<file path="config.mk">
export PLATFORM = sky130hd
export DESIGN_NAME = rpn_stack_calculator
export DESIGN_NICKNAME = d
export VERILOG_FILES = /design/src/sv/rsc_pkg.sv /design/src/sv/rsc_fifo.sv /design/src/sv/rsc_front.sv /design/src/sv/rsc_div.sv /design/src/sv/rsc_back.sv /design/src/sv/rpn_stack_calculator.sv
export SDC_FILE = /design/constraint.sdc
export NUM_CORES = 1
export LEC_CHECK = 0
export ABC_AREA = 1
export BUFFER_PORTS_ARGS = -buffer_cell sky130_fd_sc_hd__buf_2
export CORE_MARGIN = 5
export CORE_UTILIZATION = 35
export CTS_BUF_LIST = sky130_fd_sc_hd__clkbuf_2
export CTS_CLUSTER_SIZE = 20
export DETAILED_ROUTE_END_ITERATION = 8
export PLACE_DENSITY_LB_ADDON = 0.1
export SETUP_SLACK_MARGIN = 0.3
export SLEW_MARGIN = 10
export SYNTH_ARGS = -nofsm -noshare
export SYNTH_HDL_FRONTEND = slang
export SYNTH_SLANG_ARGS = --single-unit
</file>
<file path="constraint.sdc">
create_clock -name clk_i -period 6.9 [get_ports clk_i]
set_input_delay 1.38 -clock clk_i [delete_from_list [all_inputs] [get_ports clk_i]]
set_output_delay 1.38 -clock clk_i [all_outputs]
set_load 0.1 [all_outputs]
</file>
<file path="src/sv/rsc_pkg.sv">
// rsc_pkg: shared types and constants of the RPN stack calculator.
// Holds the token and result formats, status codes and back-end states.
// No dependencies.
`default_nettype none

package rsc_pkg;

  localparam int unsigned STACK_DEPTH_DEF = 64;
  localparam int unsigned TOK_Q_DEPTH     = 2;
  localparam int unsigned RES_Q_DEPTH     = 2;

  localparam logic [7:0] CH_0     = 8'h30;
  localparam logic [7:0] CH_9     = 8'h39;
  localparam logic [7:0] CH_PLUS  = 8'h2B;
  localparam logic [7:0] CH_MINUS = 8'h2D;
  localparam logic [7:0] CH_STAR  = 8'h2A;
  localparam logic [7:0] CH_SLASH = 8'h2F;
  localparam logic [7:0] CH_EQ    = 8'h3D;
  localparam logic [7:0] CH_NL    = 8'h0A;
  localparam logic [7:0] CH_SPACE = 8'h20;

  typedef enum logic [2:0] {
    TK_DIGIT,
    TK_ADD,
    TK_SUB,
    TK_MUL,
    TK_DIV,
    TK_EQ,
    TK_NL,
    TK_BAD
  } tok_kind_e;

  typedef struct packed {
    tok_kind_e  kind;
    logic [3:0] digit;
  } tok_t;

  typedef enum logic [2:0] {
    ST_OK        = 3'd0,
    ST_OVERFLOW  = 3'd1,
    ST_UNDERFLOW = 3'd2,
    ST_EXTRA     = 3'd3,
    ST_BAD_CHAR  = 3'd4,
    ST_DIV_ZERO  = 3'd5
  } status_e;

  typedef struct packed {
    logic signed [7:0] value;
    status_e           status;
  } res_t;

  typedef enum logic [1:0] {
    BK_IDLE,
    BK_EXEC,
    BK_DIV
  } back_state_e;

endpackage

`default_nettype wire

</file>
<file path="src/sv/rsc_fifo.sv">
// rsc_fifo: small first-word-fall-through queue of packed words.
// Used between front and back end and for results. No dependencies.
`default_nettype none

module rsc_fifo #(
  parameter int unsigned WIDTH = 8,
  parameter int unsigned DEPTH = 2
) (
  input  logic             clk_i,
  input  logic             rst_ni,
  input  logic             push_i,
  input  logic [WIDTH-1:0] data_i,
  output logic             full_o,
  input  logic             pop_i,
  output logic [WIDTH-1:0] data_o,
  output logic             empty_o
);

  localparam int unsigned PTR_W = (DEPTH > 1) ? $clog2(DEPTH) : 1;
  localparam int unsigned CNT_W = $clog2(DEPTH + 1);

  logic [WIDTH-1:0] store_q [DEPTH];
  logic [PTR_W-1:0] wptr_q, wptr_d, rptr_q, rptr_d;
  logic [CNT_W-1:0] cnt_q, cnt_d;
  logic             do_push, do_pop;

  assign full_o  = (cnt_q == CNT_W'(DEPTH));
  assign empty_o = (cnt_q == '0);
  assign do_push = push_i && !full_o;
  assign do_pop  = pop_i && !empty_o;
  assign data_o  = store_q[rptr_q];

  always_comb begin
    wptr_d = wptr_q;
    rptr_d = rptr_q;
    if (do_push) begin
      wptr_d = (wptr_q == PTR_W'(DEPTH - 1)) ? '0 : wptr_q + PTR_W'(1);
    end
    if (do_pop) begin
      rptr_d = (rptr_q == PTR_W'(DEPTH - 1)) ? '0 : rptr_q + PTR_W'(1);
    end
    cnt_d = cnt_q + CNT_W'(do_push) - CNT_W'(do_pop);
  end

  always_ff @(posedge clk_i or negedge rst_ni) begin
    if (!rst_ni) begin
      wptr_q <= '0;
      rptr_q <= '0;
      cnt_q  <= '0;
    end else begin
      wptr_q <= wptr_d;
      rptr_q <= rptr_d;
      cnt_q  <= cnt_d;
    end
  end

  always_ff @(posedge clk_i) begin
    if (do_push) begin
      store_q[wptr_q] <= data_i;
    end
  end

endmodule

`default_nettype wire

</file>
<file path="src/sv/rsc_front.sv">
// rsc_front: accepts characters and turns them into tokens for the back end.
// Depends on rsc_pkg for the character constants and token format.
`default_nettype none

module rsc_front (
  input  logic          clk_i,
  input  logic          rst_ni,
  input  logic          push_i,
  input  logic [7:0]    ch_i,
  output logic          full_o,
  input  logic          tok_full_i,
  output logic          tok_push_o,
  output rsc_pkg::tok_t tok_o
);

  import rsc_pkg::*;

  logic       is_space;
  logic       seen_q;

  assign full_o     = tok_full_i;
  assign is_space   = (ch_i == CH_SPACE);
  // drop spaces here: they never change back-end state
  assign tok_push_o = push_i && !tok_full_i && !is_space;

  always_comb begin
    // '0' has a zero low nibble, so the digit value is the low nibble
    tok_o.digit = ch_i[3:0];
    priority if (ch_i >= CH_0 && ch_i <= CH_9) begin
      tok_o.kind = TK_DIGIT;
    end else if (ch_i == CH_PLUS) begin
      tok_o.kind = TK_ADD;
    end else if (ch_i == CH_MINUS) begin
      tok_o.kind = TK_SUB;
    end else if (ch_i == CH_STAR) begin
      tok_o.kind = TK_MUL;
    end else if (ch_i == CH_SLASH) begin
      tok_o.kind = TK_DIV;
    end else if (ch_i == CH_EQ) begin
      tok_o.kind = TK_EQ;
    end else if (ch_i == CH_NL) begin
      tok_o.kind = TK_NL;
    end else begin
      tok_o.kind = TK_BAD;
    end
  end

  // mark that at least one character has been taken since reset
  always_ff @(posedge clk_i or negedge rst_ni) begin
    if (!rst_ni) begin
      seen_q <= 1'b0;
    end else if (push_i && !tok_full_i) begin
      seen_q <= 1'b1;
    end
  end

  a_space_dropped: assert property (@(posedge clk_i) disable iff (!rst_ni)
    (push_i && is_space) |-> !tok_push_o)
    else $error("space forwarded as token");

  a_seen_holds: assert property (@(posedge clk_i) disable iff (!rst_ni)
    $past(seen_q) |-> seen_q)
    else $error("seen flag cleared outside reset");

  a_push_room: assert property (@(posedge clk_i) disable iff (!rst_ni)
    tok_push_o |-> !tok_full_i)
    else $error("token pushed into full queue");

endmodule

`default_nettype wire

</file>
<file path="src/sv/rsc_div.sv">
// rsc_div: iterative signed 8-bit divider, truncating toward zero.
// One quotient bit per cycle over the magnitudes. No dependencies.
`default_nettype none

module rsc_div (
  input  logic              clk_i,
  input  logic              rst_ni,
  input  logic              start_i,
  input  logic signed [7:0] dividend_i,
  input  logic signed [7:0] divisor_i,
  output logic              done_o,
  output logic [7:0]        quotient_o
);

  logic [7:0] a_mag, b_mag;
  logic       busy_q;
  logic [2:0] step_q;
  logic [7:0] rem_q, rem_d;
  logic [8:0] shifted;
  logic [7:0] quo_q, quo_d, den_q;
  logic       neg_q, done_q, ge;

  assign a_mag = dividend_i[7] ? (~dividend_i + 8'd1) : dividend_i;
  assign b_mag = divisor_i[7]  ? (~divisor_i  + 8'd1) : divisor_i;

  // the remainder stays below the divisor, so eight bits hold it
  assign shifted = {rem_q, quo_q[7]};
  assign ge      = (shifted >= {1'b0, den_q});
  assign rem_d   = ge ? 8'(shifted - {1'b0, den_q}) : shifted[7:0];
  assign quo_d   = {quo_q[6:0], ge};

  assign done_o     = done_q;
  // the most negative quotient wraps on its own through the 8-bit negate
  assign quotient_o = neg_q ? (~quo_q + 8'd1) : quo_q;

  always_ff @(posedge clk_i or negedge rst_ni) begin
    if (!rst_ni) begin
      busy_q <= 1'b0;
      step_q <= '0;
      done_q <= 1'b0;
    end else begin
      done_q <= 1'b0;
      if (start_i) begin
        busy_q <= 1'b1;
        step_q <= '0;
      end else if (busy_q) begin
        step_q <= step_q + 3'd1;
        if (step_q == 3'd7) begin
          busy_q <= 1'b0;
          done_q <= 1'b1;
        end
      end
    end
  end

  always_ff @(posedge clk_i) begin
    if (start_i) begin
      rem_q <= '0;
      quo_q <= a_mag;
      den_q <= b_mag;
      neg_q <= dividend_i[7] ^ divisor_i[7];
    end else if (busy_q) begin
      rem_q <= rem_d;
      quo_q <= quo_d;
    end
  end

endmodule

`default_nettype wire

</file>
<file path="src/sv/rsc_back.sv">
// rsc_back: executes tokens on the operand stack and produces results.
// Depends on rsc_pkg and rsc_div; the stack is a memory with top cached.
`default_nettype none

module rsc_back #(
  parameter int unsigned STACK_DEPTH = rsc_pkg::STACK_DEPTH_DEF
) (
  input  logic          clk_i,
  input  logic          rst_ni,
  input  rsc_pkg::tok_t tok_i,
  input  logic          tok_empty_i,
  output logic          tok_pop_o,
  input  logic          res_full_i,
  output logic          res_push_o,
  output rsc_pkg::res_t res_o
);

  import rsc_pkg::*;

  localparam int unsigned CNT_W = $clog2(STACK_DEPTH + 1);
  localparam int unsigned IDX_W = $clog2(STACK_DEPTH);

  // entries below the top live in memory; the top sits in tos_q
  logic [7:0]       mem [STACK_DEPTH];
  back_state_e      state_q, state_d;
  logic [CNT_W-1:0] cnt_q, cnt_d, cnt_m1;
  logic [IDX_W-1:0] cnt_m2;
  logic             skip_q, skip_d;
  logic [7:0]       tos_q, tos_d, rd_q;
  tok_kind_e        op_q, op_d;
  logic             take, mem_we, div_start, div_done;
  logic [7:0]       div_q;
  logic [15:0]      product;
  logic             is_op;

  assign take    = (state_q == BK_IDLE) && !tok_empty_i && !res_full_i;
  assign cnt_m1  = cnt_q - CNT_W'(1);
  assign cnt_m2  = IDX_W'(cnt_q - CNT_W'(2));
  assign product = rd_q * tos_q;
  assign is_op   = (tok_i.kind == TK_ADD) || (tok_i.kind == TK_SUB) ||
                   (tok_i.kind == TK_MUL) || (tok_i.kind == TK_DIV);

  rsc_div u_div (
    .clk_i      (clk_i),
    .rst_ni     (rst_ni),
    .start_i    (div_start),
    .dividend_i (rd_q),
    .divisor_i  (tos_q),
    .done_o     (div_done),
    .quotient_o (div_q)
  );

  // next state
  always_comb begin
    state_d = state_q;
    unique case (state_q)
      BK_IDLE: begin
        if (take && !skip_q && is_op && cnt_q >= CNT_W'(2)) begin
          state_d = BK_EXEC;
        end
      end
      BK_EXEC: begin
        state_d = (op_q == TK_DIV && tos_q != 8'd0) ? BK_DIV : BK_IDLE;
      end
      BK_DIV: begin
        if (div_done) begin
          state_d = BK_IDLE;
        end
      end
      default: state_d = BK_IDLE;
    endcase
  end

  // outputs and datapath
  always_comb begin
    tok_pop_o        = 1'b0;
    res_push_o       = 1'b0;
    res_o.value      = '0;
    res_o.status     = ST_OK;
    cnt_d            = cnt_q;
    skip_d           = skip_q;
    tos_d            = tos_q;
    op_d             = op_q;
    mem_we           = 1'b0;
    div_start        = 1'b0;
    unique case (state_q)
      BK_IDLE: begin
        if (take) begin
          tok_pop_o = 1'b1;
          op_d      = tok_i.kind;
          if (skip_q) begin
            if (tok_i.kind == TK_NL) begin
              skip_d = 1'b0;
            end
          end else begin
            unique case (tok_i.kind)
              TK_DIGIT: begin
                if (cnt_q >= CNT_W'(STACK_DEPTH)) begin
                  res_push_o   = 1'b1;
                  res_o.status = ST_OVERFLOW;
                  cnt_d        = '0;
                  skip_d       = 1'b1;
                end else begin
                  mem_we = (cnt_q != '0);
                  tos_d  = {4'd0, tok_i.digit};
                  cnt_d  = cnt_q + CNT_W'(1);
                end
              end
              TK_ADD, TK_SUB, TK_MUL, TK_DIV: begin
                if (cnt_q < CNT_W'(2)) begin
                  res_push_o   = 1'b1;
                  res_o.status = ST_UNDERFLOW;
                  cnt_d        = '0;
                  skip_d       = 1'b1;
                end
              end
              TK_EQ, TK_NL: begin
                res_push_o = 1'b1;
                cnt_d      = '0;
                skip_d     = (tok_i.kind == TK_EQ);
                if (cnt_q == '0) begin
                  res_o.status = ST_UNDERFLOW;
                end else if (cnt_q > CNT_W'(1)) begin
                  res_o.status = ST_EXTRA;
                end else begin
                  res_o.value = tos_q;
                end
              end
              TK_BAD: begin
                res_push_o   = 1'b1;
                res_o.status = ST_BAD_CHAR;
                cnt_d        = '0;
                skip_d       = 1'b1;
              end
            endcase
          end
        end
      end
      BK_EXEC: begin
        unique case (op_q)
          TK_ADD: begin
            tos_d = rd_q + tos_q;
            cnt_d = cnt_m1;
          end
          TK_SUB: begin
            tos_d = rd_q - tos_q;
            cnt_d = cnt_m1;
          end
          TK_MUL: begin
            tos_d = product[7:0];
            cnt_d = cnt_m1;
          end
          TK_DIV: begin
            if (tos_q == 8'd0) begin
              res_push_o   = 1'b1;
              res_o.status = ST_DIV_ZERO;
              cnt_d        = '0;
              skip_d       = 1'b1;
            end else begin
              div_start = 1'b1;
            end
          end
          default: begin
          end
        endcase
      end
      BK_DIV: begin
        if (div_done) begin
          tos_d = div_q;
          cnt_d = cnt_m1;
        end
      end
      default: begin
      end
    endcase
  end

  always_ff @(posedge clk_i or negedge rst_ni) begin
    if (!rst_ni) begin
      state_q <= BK_IDLE;
      cnt_q   <= '0;
      skip_q  <= 1'b0;
    end else begin
      state_q <= state_d;
      cnt_q   <= cnt_d;
      skip_q  <= skip_d;
    end
  end

  always_ff @(posedge clk_i) begin
    tos_q <= tos_d;
    op_q  <= op_d;
  end

  // spill the old top on push; read the entry under the top every cycle
  always_ff @(posedge clk_i) begin
    if (mem_we) begin
      mem[cnt_m1[IDX_W-1:0]] <= tos_q;
    end
    rd_q <= mem[cnt_m2];
  end

  a_cnt_range: assert property (@(posedge clk_i) disable iff (!rst_ni)
    cnt_q <= CNT_W'(STACK_DEPTH))
    else $error("stack count beyond depth");

  a_res_room: assert property (@(posedge clk_i) disable iff (!rst_ni)
    res_push_o |-> !res_full_i)
    else $error("result pushed into full queue");

  a_res_empties: assert property (@(posedge clk_i) disable iff (!rst_ni)
    res_push_o |=> (cnt_q == '0))
    else $error("stack not emptied after a result");

  a_div_ctx: assert property (@(posedge clk_i) disable iff (!rst_ni)
    (state_q == BK_DIV) |-> (!skip_q && cnt_q >= CNT_W'(2)))
    else $error("division running with bad stack context");

  a_done_in_div: assert property (@(posedge clk_i) disable iff (!rst_ni)
    div_done |-> (state_q == BK_DIV))
    else $error("divider finished outside its wait state");

endmodule

`default_nettype wire

</file>
<file path="src/sv/rpn_stack_calculator.sv">
// rpn_stack_calculator: top level of the postfix expression evaluator.
// Depends on rsc_pkg, rsc_front, rsc_fifo and rsc_back.
//
//   channel   handshake        payload
//   input     push / full      ch_i[7:0]
//   result    pop / empty      value_o[7:0] (signed), status_o[2:0]
//
// The back end runs a digit in BK_IDLE, + - * also in BK_EXEC, / also BK_DIV
// (iterative divider, one quotient bit per cycle); spaces never reach it.
// The front takes one character a cycle while the two-entry token queue
// has room; the back end stalls on a full result queue or outside BK_IDLE.
// Reset clears the stack count and the skip flag at once; no clearing pass.
`default_nettype none

module rpn_stack_calculator #(
  parameter int unsigned STACK_DEPTH = rsc_pkg::STACK_DEPTH_DEF
) (
  input  logic              clk_i,
  input  logic              rst_ni,
  input  logic              push,
  input  logic [7:0]        ch_i,
  output logic              full,
  input  logic              pop,
  output logic              empty,
  output logic signed [7:0] value_o,
  output logic [2:0]        status_o
);

  import rsc_pkg::*;

  tok_t tok_in, tok_out;
  logic tok_push, tok_full, tok_pop, tok_empty;
  res_t res_in, res_out;
  logic res_push, res_full;

  rsc_front u_front (
    .clk_i      (clk_i),
    .rst_ni     (rst_ni),
    .push_i     (push),
    .ch_i       (ch_i),
    .full_o     (full),
    .tok_full_i (tok_full),
    .tok_push_o (tok_push),
    .tok_o      (tok_in)
  );

  rsc_fifo #(
    .WIDTH ($bits(tok_t)),
    .DEPTH (TOK_Q_DEPTH)
  ) u_tok_q (
    .clk_i   (clk_i),
    .rst_ni  (rst_ni),
    .push_i  (tok_push),
    .data_i  (tok_in),
    .full_o  (tok_full),
    .pop_i   (tok_pop),
    .data_o  (tok_out),
    .empty_o (tok_empty)
  );

  rsc_back #(
    .STACK_DEPTH (STACK_DEPTH)
  ) u_back (
    .clk_i       (clk_i),
    .rst_ni      (rst_ni),
    .tok_i       (tok_out),
    .tok_empty_i (tok_empty),
    .tok_pop_o   (tok_pop),
    .res_full_i  (res_full),
    .res_push_o  (res_push),
    .res_o       (res_in)
  );

  rsc_fifo #(
    .WIDTH ($bits(res_t)),
    .DEPTH (RES_Q_DEPTH)
  ) u_res_q (
    .clk_i   (clk_i),
    .rst_ni  (rst_ni),
    .push_i  (res_push),
    .data_i  (res_in),
    .full_o  (res_full),
    .pop_i   (pop),
    .data_o  (res_out),
    .empty_o (empty)
  );

  assign value_o  = res_out.value;
  assign status_o = res_out.status;

endmodule

`default_nettype wire
</file>
==> out/summary.txt, run 1 <==
STA
------------------------------------------------------------------------------------------------------
Setup Skew                                                                                    135.8 ps
Hold Fails Final Rpt                                                                                 0
Time the worst path needs with I/O delays and setup                                            4667 ps
Setup repair after global routing missed its margin                                                 no
Total Neg Setup Slack                                                                             0 ps
Post-layout worst setup margin                                                                 2233 ps
FMAX                                                                                         214.3 MHz
Slew at the pin closest to its max-slew limit                                                  1065 ps
Final max-slew violation count                                                                       0
Final setup violation count                                                                          0
Ratio of final minimum period to clock period                                                   67.64%
Rel. slew slack                                                                                 29.03%

YOSYS
------------------------------------------------------------------------------------------------------
Top cells by count, synth                                                                 576 x edfxtp_1, 394 x nor2_1, 306 x o21ai_0
Post-Synthesis Net Count                                                                         2,479
Async set-or-reset flop fraction in the synthesized netlist                                     3.740%
YS warnings                                                                                          0
Flops & latches, synth                                                                             615
Number of enable flip-flop cells after synthesis                                                   576
Leading register cell type out of synthesis                                                   edfxtp_1
Top cell type's share of synthesized area                                                       62.68%
Sequential element share of the synthesized area                                                65.93%
Cell taking the most area after synthesis                                                     edfxtp_1
Mapped Avg Cell Area                                                                         11.49 µm²
Post-Syn Instances                                                                               2,401
Syn Std Cell Area                                                                          0.02759 mm²
Most frequent cell after synthesis                                                            edfxtp_1
Synth area leaders                                                                        edfxtp_1 63%, o21ai_0 5.6%, nor2_1 5.4%
Unique cell type count in the Yosys netlist                                                         57

GLOBAL ROUTING
------------------------------------------------------------------------------------------------------
Via count of the first global-routing pass                                                      18,840
Antenna violations before repair                                                                     3
Pin count of the biggest net entering global routing                                               169
Wire length of the first global-routing pass                                                116,800 µm
Overall overflow remaining after global route                                                        0
GR Util All Layers                                                                              17.97%

LAYOUT
------------------------------------------------------------------------------------------------------
Nets                                                                                             2,561
Finished Core Util                                                                              38.41%
Area growth from synthesis to layout                                                            9.418%
Proportion of layout cells with a drive suffix above 1                                          14.01%

WORST SETUP PATH
------------------------------------------------------------------------------------------------------
WP data arrival                                                                                5700 ps
Type of the worst setup path                                                                   reg2reg
Slowest cell on the critical path                                                             edfxtp_1
Crit path required time                                                                        7930 ps
Maximum single-stage delay on the critical path                                                 960 ps
Crit. End Element                                                                             register
Buf+Inv Stages, Crit Path                                                                            4
Crit path top cell by count                                                                    nand2_1
Largest delay contributor family on the critical path                                      adder cells
Element type at the critical path start                                                       register
Highest fanout seen on the critical path                                                            23
Critical path, cell by cell                                                               nand2_1, fa_1, fa_1, inv_1, fa_1, inv_1, fa_1, inv_1, ha_1, nand2_1, nand2_1, nor2_1, nand2_1, nand2_1, inv_1, nand2_1, nand2_1, nand2_1, nand3_1, nand3_1, a21oi_1

DRT
------------------------------------------------------------------------------------------------------
Remaining antenna violation count after routing                                                      0
DRC                                                                                                  0
Detail-routed via count per cell                                                                 5.169
Drt first-iter violations                                                                        1,319
Vias post-DR                                                                                    18,910
First-pass DRT Iterations                                                                            6
Total detailed-routing wirelength                                                            77,400 µm
Wire per inst                                                                                 21.15 µm

CLOCK TREE
------------------------------------------------------------------------------------------------------
Clock transition at the register clock pins on the worst setup and hold paths after CTS          90 ps
Source-to-sink clock delay at the later pin of the worst-skew pair                             1360 ps
CTS tree                                                                                           yes
Post-CTS Hold Fix Bufs                                                                               1
Clk sink count                                                                                     615
H-tree lvl count                                                                                     4
Setup repair bufs after CTS                                                                          0
Number of CTS-inserted buffers                                                                     165
Number of instances resized during post-cts repair                                                   0
Clock tree root driver cell                                                                   clkbuf_2
Max Root-Sink Buffers                                                                                3

PWR
------------------------------------------------------------------------------------------------------
Post-route total power                                                                        15.26 mW
VDD IR-drop max                                                                              0.2622 mV
Leakage power                                                                                 10.97 nW
Power density normalized to cell area                                                     505.3 mW/mm²

PLACEMENT
------------------------------------------------------------------------------------------------------
Worst setup slack after placement                                                              2179 ps
Post-detail-place hpwl                                                                       44,960 µm
Port-buffer cells                                                                                   24
RePlAce Congestion                                                                              0.8195

FLOORPLAN
------------------------------------------------------------------------------------------------------
Placement Rows                                                                                     103
Total die area                                                                             0.08456 mm²
Ports placed on the boundary                                                                        25
Height of the die                                                                             290.8 µm
Die X-Extent                                                                                  290.8 µm
Core ar.                                                                                   0.07861 mm²
Initial core utilization                                                                        35.10%

WORST HOLD PATH
------------------------------------------------------------------------------------------------------
HP Class                                                                                        in2reg

FLOW RUN
------------------------------------------------------------------------------------------------------
Max_cap viols                                                                                        0

STATUS
------------------------------------------------------------------------------------------------------
Result of the run                                                                            completed

[per-layer routing]
layer	vias to the layer above	track usage [%]	wire [µm]
met5	-	0	0
met4	0	6.786	2082
met3	138	3.485	3979
met2	519	28.61	35890
met1	9367	24.55	35440
li1	8889	-	-
[cells in the final DEF (no fill, tap or decap), types with 22 or more instances in the layout]
cell type and n:
edfxtp_1 576, nor2_1 392, o21ai_0 306, nand2_1 241
clkbuf_2 239, inv_1 163, nand3_1 116, o221ai_1 83
o22ai_1 51, ha_1 51, o211ai_1 50, a21oi_1 39
clkinv_1 33, xor2_1 26, buf_2 24, buf_4 22
[area by class of cell]
class / instances / area, µm²
multi-input combinational: 1472 / 8124
inverter: 181 / 690.7
clock inverter: 51 / 345.3
antenna: 3 / 7.507
timing repair buffer: 48 / 315.3
tap: 1050 / 1314
sequential: 615 / 18200
fill: 7761 / 48420
clock buffer: 239 / 1196
[kinds of logic (layout without fill, tap and decap cells)]
| kind of cell | Yosys count | in the layout | synth area share [%] |
|---|---|---|---|
| compound gates | 564 | 564 | 12.46 |
| buf+inv | 314 | 519 | 4.675 |
| fa+ha+maj | 66 | 66 | 3.374 |
| other cells | 0 | 3 | 0 |
| flops | 615 | 615 | 65.93 |
| xor+xnor | 37 | 37 | 1.229 |
| simple gates | 805 | 805 | 12.34 |
[per-stage QoR]
step | instances | instance area, µm² | hold WS, ps
floorplan | 2401 | 27590 | 444.1
global placement | 3365 | 28630 | 465.4
detailed placement | 3365 | 28630 | 463.2
CTS | 3656 | 30190 | 64.92
global route | 3659 | 30190 | 167.7
finish | 3659 | 30190 | 323.5
[worst register-to-register path: stages, from the launching register on]
cell	delay (ps)
edfxtp_1	960
nand2_1	180
fa_1	470
fa_1	550
inv_1	50
fa_1	470
inv_1	50
fa_1	530
inv_1	40
ha_1	320
nand2_1	110
nand2_1	60
nor2_1	100
nand2_1	50
nand2_1	70
inv_1	40
nand2_1	60
nand2_1	50
nand2_1	60
nand3_1	80
nand3_1	70
a21oi_1	60
[path summary, 6_finish.rpt]
kind                                                     from                                 end  slack, ps  cells after the start
min in group asynchronous                              rst_ni       u_back.u_div.done_o$_DFF_PN0_        620                      2
hold / removal                                        ch_i[3]     u_tok_q.store_q[1][3]$_DFFE_PP_        320                      1
hold reg to reg            u_back.u_div.rem_q[5]$_SDFFE_PP0P_  u_back.u_div.rem_q[5]$_SDFFE_PP0P_        470                      2
setup / recovery                    u_back.tos_q[3]$_DFFE_PP_           u_back.tos_q[7]$_DFFE_PP_       2230                     21
max in group asynchronous                              rst_ni         u_back.cnt_q[1]$_DFFE_PN0P_       5770                      2
setup reg to reg                    u_back.tos_q[3]$_DFFE_PP_           u_back.tos_q[7]$_DFFE_PP_       2230                     21
[where the power goes]
part	switching [mW]	internal, mW
clock	1.54	1.09
combinational	5.41	2.06
sequential	0.349	4.80
total	7.31	7.95
[sequential cells by signal, summed over array words and instances, names as in the netlist]
name                 cells
u_back.rd_q              8
u_back.cnt_q             7
u_back.op_q              3
u_back.mem             512
u_tok_q.store_q         14
u_res_q.rptr_q           1
u_back.state_q           2
u_back.u_div.done_o      1
u_back.skip_q            1
u_res_q.cnt_q            2
u_tok_q.wptr_q           1
u_back.tos_q             8
u_tok_q.cnt_q            2
u_back.u_div.den_q       8
u_back.u_div.quo_q       8
u_res_q.wptr_q           1
u_back.u_div.neg_q       1
u_back.u_div.rem_q       8
u_back.u_div.busy_q      1
u_res_q.store_q         22
u_tok_q.rptr_q           1
u_back.u_div.step_q      3
(Power assumes the default switching activity.)
==> inputs of run 2 (changes only) <==
Clock period 6.9 ns to 4.18 ns, I/O delays scaled along.
==> run 2 against run 1 <==
Global-route usage about the same. Die area unchanged. Worst setup slack got worse by 1900 ps. Clock power increased by 63%. Combinational power increased by 75%. Sequential power increased by 61%. First-iteration DRC count increased by 4.0%. Largest power group unchanged. Core utilization increased by 0.89 points.
==> out/summary.txt, run 2 (synthesized netlist as in run 1, its figures left out) <==
PWR
------------------------------------------------------------------------------------------------------
Power density normalized to cell area                                                     831.5 mW/mm²   +65%
Sw Share                                                                                        47.59%   -0.29 points
Net switching power                                                                           12.22 mW   +67%
Sequential group share of total power                                                            32.2%   -1.5 points
Comb pwr share                                                                                   51.0%   +2.0 points
Leakage power                                                                                 11.40 nW   +3.9%
Internal power                                                                                13.46 mW   +69%
Clock share of power                                                                             16.8%   -0.5 points
VDD IR-drop max                                                                              0.8030 mV   +210%

CLOCK TREE
------------------------------------------------------------------------------------------------------
Number of CTS-inserted buffers                                                                     167   +1.2%
H-tree lvl count                                                                                     4   unchanged
Clock transition at the register clock pins on the worst setup and hold paths after CTS         120 ps   +30 ps
Clk sink count                                                                                     615   unchanged
Max Root-Sink Buffers                                                                                3   unchanged
Source-to-sink clock delay at the later pin of the worst-skew pair                             1330 ps   -30 ps
CTS tree                                                                                           yes
Clock tree root driver cell                                                                   clkbuf_2

GLOBAL ROUTING
------------------------------------------------------------------------------------------------------
Antenna violations before repair                                                                     2   -1
Overall overflow remaining after global route                                                        0   unchanged
Wire length of the first global-routing pass                                                117,300 µm   +0.46%
Via count of the first global-routing pass                                                      19,150   +1.7%
GR Util All Layers                                                                              17.99%   +0.023 points
Pin count of the biggest net entering global routing                                               186   +10%

WORST SETUP PATH
------------------------------------------------------------------------------------------------------
Crit path required time                                                                        5260 ps   -2670 ps
Buf+Inv Stages, Crit Path                                                                            6   +2
Critical path, cell by cell                                                               buf_6, nand2_1, fa_2, fa_1, inv_1, fa_1, inv_1, fa_1, inv_2, ha_4, nand3_2, inv_1, nor2_1, nand2_1, nand2_1, inv_1, nand2_2, nand2_1, nand2_1, nand3_1, nand3_1, a21oi_1
Crit path top cell by count                                                                    nand2_1
Reg2reg start                                                                             u_back.tos_q[3]$_DFFE_PP_
Minimum setup slack among reg-to-reg paths                                                      330 ps   -1900 ps
Highest fanout seen on the critical path                                                             3   -87%
WP data arrival                                                                                4930 ps   -770 ps
Slowest cell on the critical path                                                                 fa_1
Maximum single-stage delay on the critical path                                                 490 ps   -470 ps
Crit. End Element                                                                             register
Largest delay contributor family on the critical path                                      adder cells
RR Endpoint                                                                               u_back.tos_q[7]$_DFFE_PP_
Element type at the critical path start                                                       register
Cell depth of the worst flop-to-flop path                                                           22   +4.8%
Type of the worst setup path                                                                   reg2reg

LAYOUT
------------------------------------------------------------------------------------------------------
Proportion of layout cells with a drive suffix above 1                                          16.89%   +2.9 points
Commonest cells after routing, fill and taps aside                                        576 x edfxtp_1, 392 x nor2_1, 306 x o21ai_0, 255 x clkbuf_2, 237 x nand2_1
Nets                                                                                             2,639   +3.0%
Flip-flop count of the largest register, all copies and words added                                512   unchanged
Area growth from synthesis to layout                                                            11.94%
Most common cell after layout, fill and taps aside                                            edfxtp_1

DRT
------------------------------------------------------------------------------------------------------
Routed met2 length                                                                           36,910 µm   +2.9%
DR top layer                                                                                      met5
Detail-routed via count per cell                                                                 5.090   -1.5%
Vias post-DR                                                                                    19,040   +0.68%
Remaining antenna violation count after routing                                                      0   unchanged
Total detailed-routing wirelength                                                            77,230 µm   -0.22%
Routed length on met1                                                                        34,790 µm   -1.9%
Drt first-iter violations                                                                        1,372   +4.0%
First-pass DRT Iterations                                                                            5   -1
Wire per inst                                                                                 20.64 µm   -2.4%
DRC                                                                                                  0   unchanged
Total length of routed met3 wires                                                              4149 µm   +4.3%

WORST HOLD PATH
------------------------------------------------------------------------------------------------------
Hold-critical path endpoint                                                               u_tok_q.store_q[1][4]$_DFFE_PP_
HP Class                                                                                        in2reg
Hold depth                                                                                           5   +4
Min-delay src                                                                                  ch_i[5]

STA
------------------------------------------------------------------------------------------------------
Post-layout worst setup margin                                                                330.8 ps   -1902 ps
Time the worst path needs with I/O delays and setup                                            3849 ps   -817.6 ps
Total Neg Setup Slack                                                                             0 ps   unchanged
Setup repair after global routing missed its margin                                                yes
Ratio of final minimum period to clock period                                                   92.09%   +24 points
Final max-slew violation count                                                                       0   unchanged
Setup Skew                                                                                    94.60 ps   -41.15 ps
Final setup violation count                                                                          0   unchanged
Slew at the pin closest to its max-slew limit                                                  1019 ps   -45.91 ps
Rel. slew slack                                                                                 32.09%   +3.1 points
Hold Fails Final Rpt                                                                                 0   unchanged
FMAX                                                                                         259.8 MHz   +21%

FLOORPLAN
------------------------------------------------------------------------------------------------------
Total die area                                                                             0.08456 mm²   unchanged
Core ar.                                                                                   0.07861 mm²   unchanged
Die X-Extent                                                                                  290.8 µm   unchanged
Height of the die                                                                             290.8 µm   unchanged
Initial core utilization                                                                        35.10%   unchanged
Ports placed on the boundary                                                                        25   unchanged
Placement Rows                                                                                     103   unchanged

FLOW RUN
------------------------------------------------------------------------------------------------------
Max_cap viols                                                                                        0   unchanged

STATUS
------------------------------------------------------------------------------------------------------
Result of the run                                                                            completed

PLACEMENT
------------------------------------------------------------------------------------------------------
Port-buffer cells                                                                                   24   unchanged
Post-detail-place hpwl                                                                       44,900 µm   -0.14%
Worst setup slack after placement                                                             335.4 ps   -1843 ps
RePlAce Congestion                                                                              0.8258   +0.77%

[run 2: timing repair]
action                                  CTS  global route
endpoints found under the setup margin   11             2
setup buffers                             0             3
hold buffers                             13             0
gates cloned                              0             0
resized for setup                         2             3
pin swaps                                 0             2
hold endpoints to repair                 55             0
[run 2: worst max-delay path by stage]
stage,depth (start not counted),startpoint,to
6_report,22,u_back.tos_q[3]$_DFFE_PP_,u_back.tos_q[7]$_DFFE_PP_
2_1_floorplan,22,u_back.tos_q[2]$_DFFE_PP_,u_back.tos_q[7]$_DFFE_PP_
3_5_place_dp,22,u_back.tos_q[3]$_DFFE_PP_,u_back.tos_q[7]$_DFFE_PP_
4_1_cts,22,u_back.tos_q[3]$_DFFE_PP_,u_back.tos_q[7]$_DFFE_PP_
5_1_grt,22,u_back.tos_q[3]$_DFFE_PP_,u_back.tos_q[7]$_DFFE_PP_
3_3_place_gp,22,u_back.tos_q[3]$_DFFE_PP_,u_back.tos_q[7]$_DFFE_PP_
[run 2: tightest hold or removal path, cell delays in order]
cell      delay, ps
buf_2            70
inv_1            50
nand3_1          90
o221ai_1        110
nor2_1          170
[run 2: cell type report]
| cell class | instances | area [µm²] |
|---|---|---|
| diodes | 3 | 7.507 |
| clock buffers | 255 | 1276 |
| clock inverters | 41 | 252.7 |
| fillers | 7810 | 47720 |
| inverters | 181 | 694.4 |
| multi-input cells | 1472 | 8173 |
| flip-flops and latches | 615 | 18200 |
| well taps | 1050 | 1314 |
| repair buffers | 124 | 970.9 |
[run 2: power groups by stage]
stage | Combinational [mW] | Sequential, mW | Clock [mW]
2_1_floorplan | 8.70 | 8.59 | 0
3_3_place_gp | 13.0 | 8.39 | 0
3_5_place_dp | 13.1 | 8.41 | 0
4_1_cts | 13.2 | 8.27 | 4.52
5_1_grt | 14.6 | 8.33 | 4.86
6_report | 13.1 | 8.27 | 4.31
[run 2: per-stage QoR]
stage	utilization [%]	cells	hold slack, ps	power, mW	instance area [µm²]
global placement	37.11	3426	463.8	21.39	29180
floorplan	-	2401	444.1	17.29	27660
global route	39.29	3739	95.90	27.76	30880
detailed placement	37.11	3426	464.9	21.52	29180
finish	39.29	3741	215.0	25.68	30890
CTS	39.24	3735	1.418	25.96	30850
[run 2: per-layer routing]
metal / up-vias / GRT usage, %
li1: 9059 / -
met3: 111 / 4.486
met4: 2 / 5.104
met2: 453 / 29.00
met5: - / 0
met1: 9416 / 24.35
==> inputs of run 3 (changes only) <==
Settings changed: PLACE_DENSITY set to 0.59, PLACE_DENSITY_LB_ADDON 0.1 to unset.
==> run 3 against run 2 <==
Non-clock buffer count rose by 6. Wire length down 8.3%. Worst setup slack improved by 67 ps. Via count increased by 1.5%. Clock skew decreased by 1.9 ps. Die area unchanged. Largest power group unchanged. Global-route usage is 1.6 points lower. Count of clock-buffer cells in the layout shrank 51. Largest cell class unchanged. Worst hold slack worse by 58 ps. Sequential power barely moved. Register-to-register slack better by 70 ps.
==> out/summary.txt, run 3 (synthesized netlist as in run 1, its figures left out) <==
FLOORPLAN
------------------------------------------------------------------------------------------------------
Placement Rows                                                                                     103   unchanged
Ports placed on the boundary                                                                        25   unchanged
Height of the die                                                                             290.8 µm   unchanged
Core ar.                                                                                   0.07861 mm²   unchanged
Initial core utilization                                                                        35.10%   unchanged
Die X-Extent                                                                                  290.8 µm   unchanged
Total die area                                                                             0.08456 mm²   unchanged

CLOCK TREE
------------------------------------------------------------------------------------------------------
Clock tree root driver cell                                                                   clkbuf_2
CTS tree                                                                                           yes
H-tree lvl count                                                                                     4   unchanged
Clock transition at the register clock pins on the worst setup and hold paths after CTS         100 ps   -20 ps
Max Root-Sink Buffers                                                                                3   unchanged
Source-to-sink clock delay at the later pin of the worst-skew pair                             1320 ps   about the same
Number of CTS-inserted buffers                                                                     157   -6.0%
Clk sink count                                                                                     615   unchanged

PWR
------------------------------------------------------------------------------------------------------
Leakage power                                                                                 11.26 nW   -1.2%
Clock share of power                                                                             15.6%   -1.2 points
Comb pwr share                                                                                   51.4%   +0.4 points
Net switching power                                                                           11.92 mW   -2.5%
Sequential group share of total power                                                            33.0%   +0.8 points
VDD IR-drop max                                                                              0.5539 mV   -31%
Internal power                                                                                13.13 mW   -2.5%
Power density normalized to cell area                                                     814.3 mW/mm²   -2.1%
Sw Share                                                                                        47.59%   about the same

WORST SETUP PATH
------------------------------------------------------------------------------------------------------
Slowest cell on the critical path                                                                 fa_1
Critical path, cell by cell                                                               nand2_4, fa_2, fa_1, inv_1, fa_1, inv_1, fa_1, inv_2, ha_4, nand3_2, inv_1, nor2_1, nand2_1, nand2_2, inv_2, nand2_2, nand2_1, nand2_1, nand3_1, nand3_1, a21oi_2
Type of the worst setup path                                                                   reg2reg
Element type at the critical path start                                                       register
Maximum single-stage delay on the critical path                                                 490 ps   about the same
Highest fanout seen on the critical path                                                             4   +1
WP data arrival                                                                                4810 ps   -120 ps
Crit path required time                                                                        5210 ps   -50 ps
Buf+Inv Stages, Crit Path                                                                            5   -1
Largest delay contributor family on the critical path                                      adder cells
Crit. End Element                                                                             register

LAYOUT
------------------------------------------------------------------------------------------------------
Number of fill cells in the layout                                                               7,637   -2.2%
Area growth from synthesis to layout                                                            11.47%
Finished Core Util                                                                              39.13%   -0.17 points
Proportion of layout cells with a drive suffix above 1                                          16.09%   -0.80 points
Most common cell after layout, fill and taps aside                                            edfxtp_1
Flip-flop count of the largest register, all copies and words added                                512   unchanged
Nets                                                                                             2,635   -0.15%
Commonest cells after routing, fill and taps aside                                        576 x edfxtp_1, 392 x nor2_1, 306 x o21ai_0, 236 x nand2_1, 204 x clkbuf_2

GLOBAL ROUTING
------------------------------------------------------------------------------------------------------
Antenna violations before repair                                                                     2   unchanged
GR Util All Layers                                                                              16.35%   -1.6 points
Wire length of the first global-routing pass                                                109,400 µm   -6.7%
Overall overflow remaining after global route                                                        0   unchanged
Pin count of the biggest net entering global routing                                               150   -19%
Via count of the first global-routing pass                                                      19,220   +0.32%

PLACEMENT
------------------------------------------------------------------------------------------------------
Port-buffer cells                                                                                   24   unchanged
RePlAce Congestion                                                                              0.8839   +7.0%
Post-detail-place hpwl                                                                       41,730 µm   -7.1%

STA
------------------------------------------------------------------------------------------------------
Final max-slew violation count                                                                       0   unchanged
Hold Fails Final Rpt                                                                                 0   unchanged
Setup Skew                                                                                    92.69 ps   -1.919 ps
Slew at the pin closest to its max-slew limit                                                 914.1 ps   -104.6 ps
Setup repair after global routing missed its margin                                                yes
Time the worst path needs with I/O delays and setup                                            3782 ps   -67.34 ps
Final setup violation count                                                                          0   unchanged
Worst Hold Slack                                                                              157.2 ps   -57.81 ps
Rel. slew slack                                                                                 39.06%   +7.0 points
Ratio of final minimum period to clock period                                                   90.48%   -1.6 points
FMAX                                                                                         264.4 MHz   +1.8%

DRT
------------------------------------------------------------------------------------------------------
DRC                                                                                                  0   unchanged
Drt first-iter violations                                                                        1,616   +18%
Wire per inst                                                                                 19.04 µm   -7.8%
Detail-routed via count per cell                                                                 5.197   +2.1%
Remaining antenna violation count after routing                                                      0   unchanged
First-pass DRT Iterations                                                                            5   unchanged
Vias post-DR                                                                                    19,330   +1.5%
Total detailed-routing wirelength                                                            70,840 µm   -8.3%

STATUS
------------------------------------------------------------------------------------------------------
Result of the run                                                                            completed

WORST HOLD PATH
------------------------------------------------------------------------------------------------------
HP Class                                                                                        in2reg

FLOW RUN
------------------------------------------------------------------------------------------------------
Max_cap viols                                                                                        0   unchanged

-- run 3: cell count changes in the layout (fill, tap and decap cells not counted), moves of 3 or more --
cell      before  now
clkbuf_2     255  204
clkinv_1      28   43
buf_4         81   91
clkinv_2       3   11
clkinv_4       7    3
inv_2         17   20
inv_6          1    4
-- run 3: power by group through the flow --
stage	registers, mW	logic [mW]	clock network [mW]
2_1_floorplan	8.59	8.70	0
3_3_place_gp	8.39	12.4	0
3_5_place_dp	8.41	12.6	0
4_1_cts	8.27	12.7	4.04
5_1_grt	8.33	14.2	4.39
6_report	8.28	12.9	3.90
-- run 3: cell type report --
class / count / area, µm² / share of cell area (%)
Sequential cell: 615 / 18200 / 59.18
Multi-Input combinational cell: 1472 / 8199 / 26.66
Tap cell: 1050 / 1314 / 4.271
Clock buffer: 204 / 1021 / 3.319
Timing Repair Buffer: 130 / 985.9 / 3.205
Inverter: 181 / 691.9 / 2.250
Clock inverter: 65 / 335.3 / 1.090
Antenna cell: 3 / 7.507 / 0.02441
-- run 3: stage by stage --
| step | setup TNS, ps | power, mW | setup slack, ps | instances | cell area, µm² |
|---|---|---|---|---|---|
| global route | 0 | 26.92 | 189.4 | 3719 | 30760 |
| floorplan | -294.5 | 17.29 | -294.5 | 2401 | 27660 |
| CTS | 0 | 25.00 | 322.4 | 3713 | 30680 |
| global placement | 0 | 20.77 | 333.7 | 3431 | 29190 |
| detailed placement | 0 | 21.03 | 331.1 | 3431 | 29190 |
| finish | 0 | 25.05 | 398.1 | 3720 | 30760 |
-- run 3: per-layer routing --
metal / vias to the layer above / wire length [µm] / global-route usage, %
li1: 9060 / - / -
met3: 109 / 5227 / 4.325
met4: 0 / 1414 / 5.568
met2: 703 / 33660 / 26.13
met5: - / 0 / 0
met1: 9461 / 30530 / 21.78
-- run 3: path summary, 6_finish.rpt --
kind | startpoint | end | slack, ps | cells after the start
hold / removal | ch_i[5] | u_tok_q.store_q[0][4]$_DFFE_PP_ | 160 | 5
max in group asynchronous | rst_ni | u_res_q.rptr_q$_DFFE_PN0P_ | 3430 | 4
min in group asynchronous | rst_ni | u_back.cnt_q[2]$_DFFE_PN0P_ | 550 | 4
setup / recovery | u_back.tos_q[2]$_DFFE_PP_ | u_back.tos_q[7]$_DFFE_PP_ | 400 | 21
hold reg to reg | u_back.u_div.rem_q[5]$_SDFFE_PP0P_ | u_back.u_div.rem_q[5]$_SDFFE_PP0P_ | 480 | 2
setup reg to reg | u_back.tos_q[2]$_DFFE_PP_ | u_back.tos_q[7]$_DFFE_PP_ | 400 | 21
-- run 3: worst min-delay path: stages --
cell      delay (ps)
buf_2             70
inv_1             50
nand3_1           90
o221ai_1         110
nor2_1           130
-- run 3: what timing repair did --
item,4_1_cts,5_1_grt
setup endpoints to repair,1,7
endpoints found under the hold margin,50,0
pin swaps,0,6
resized for setup,0,13
hold buffers,11,0
setup buffers,2,4
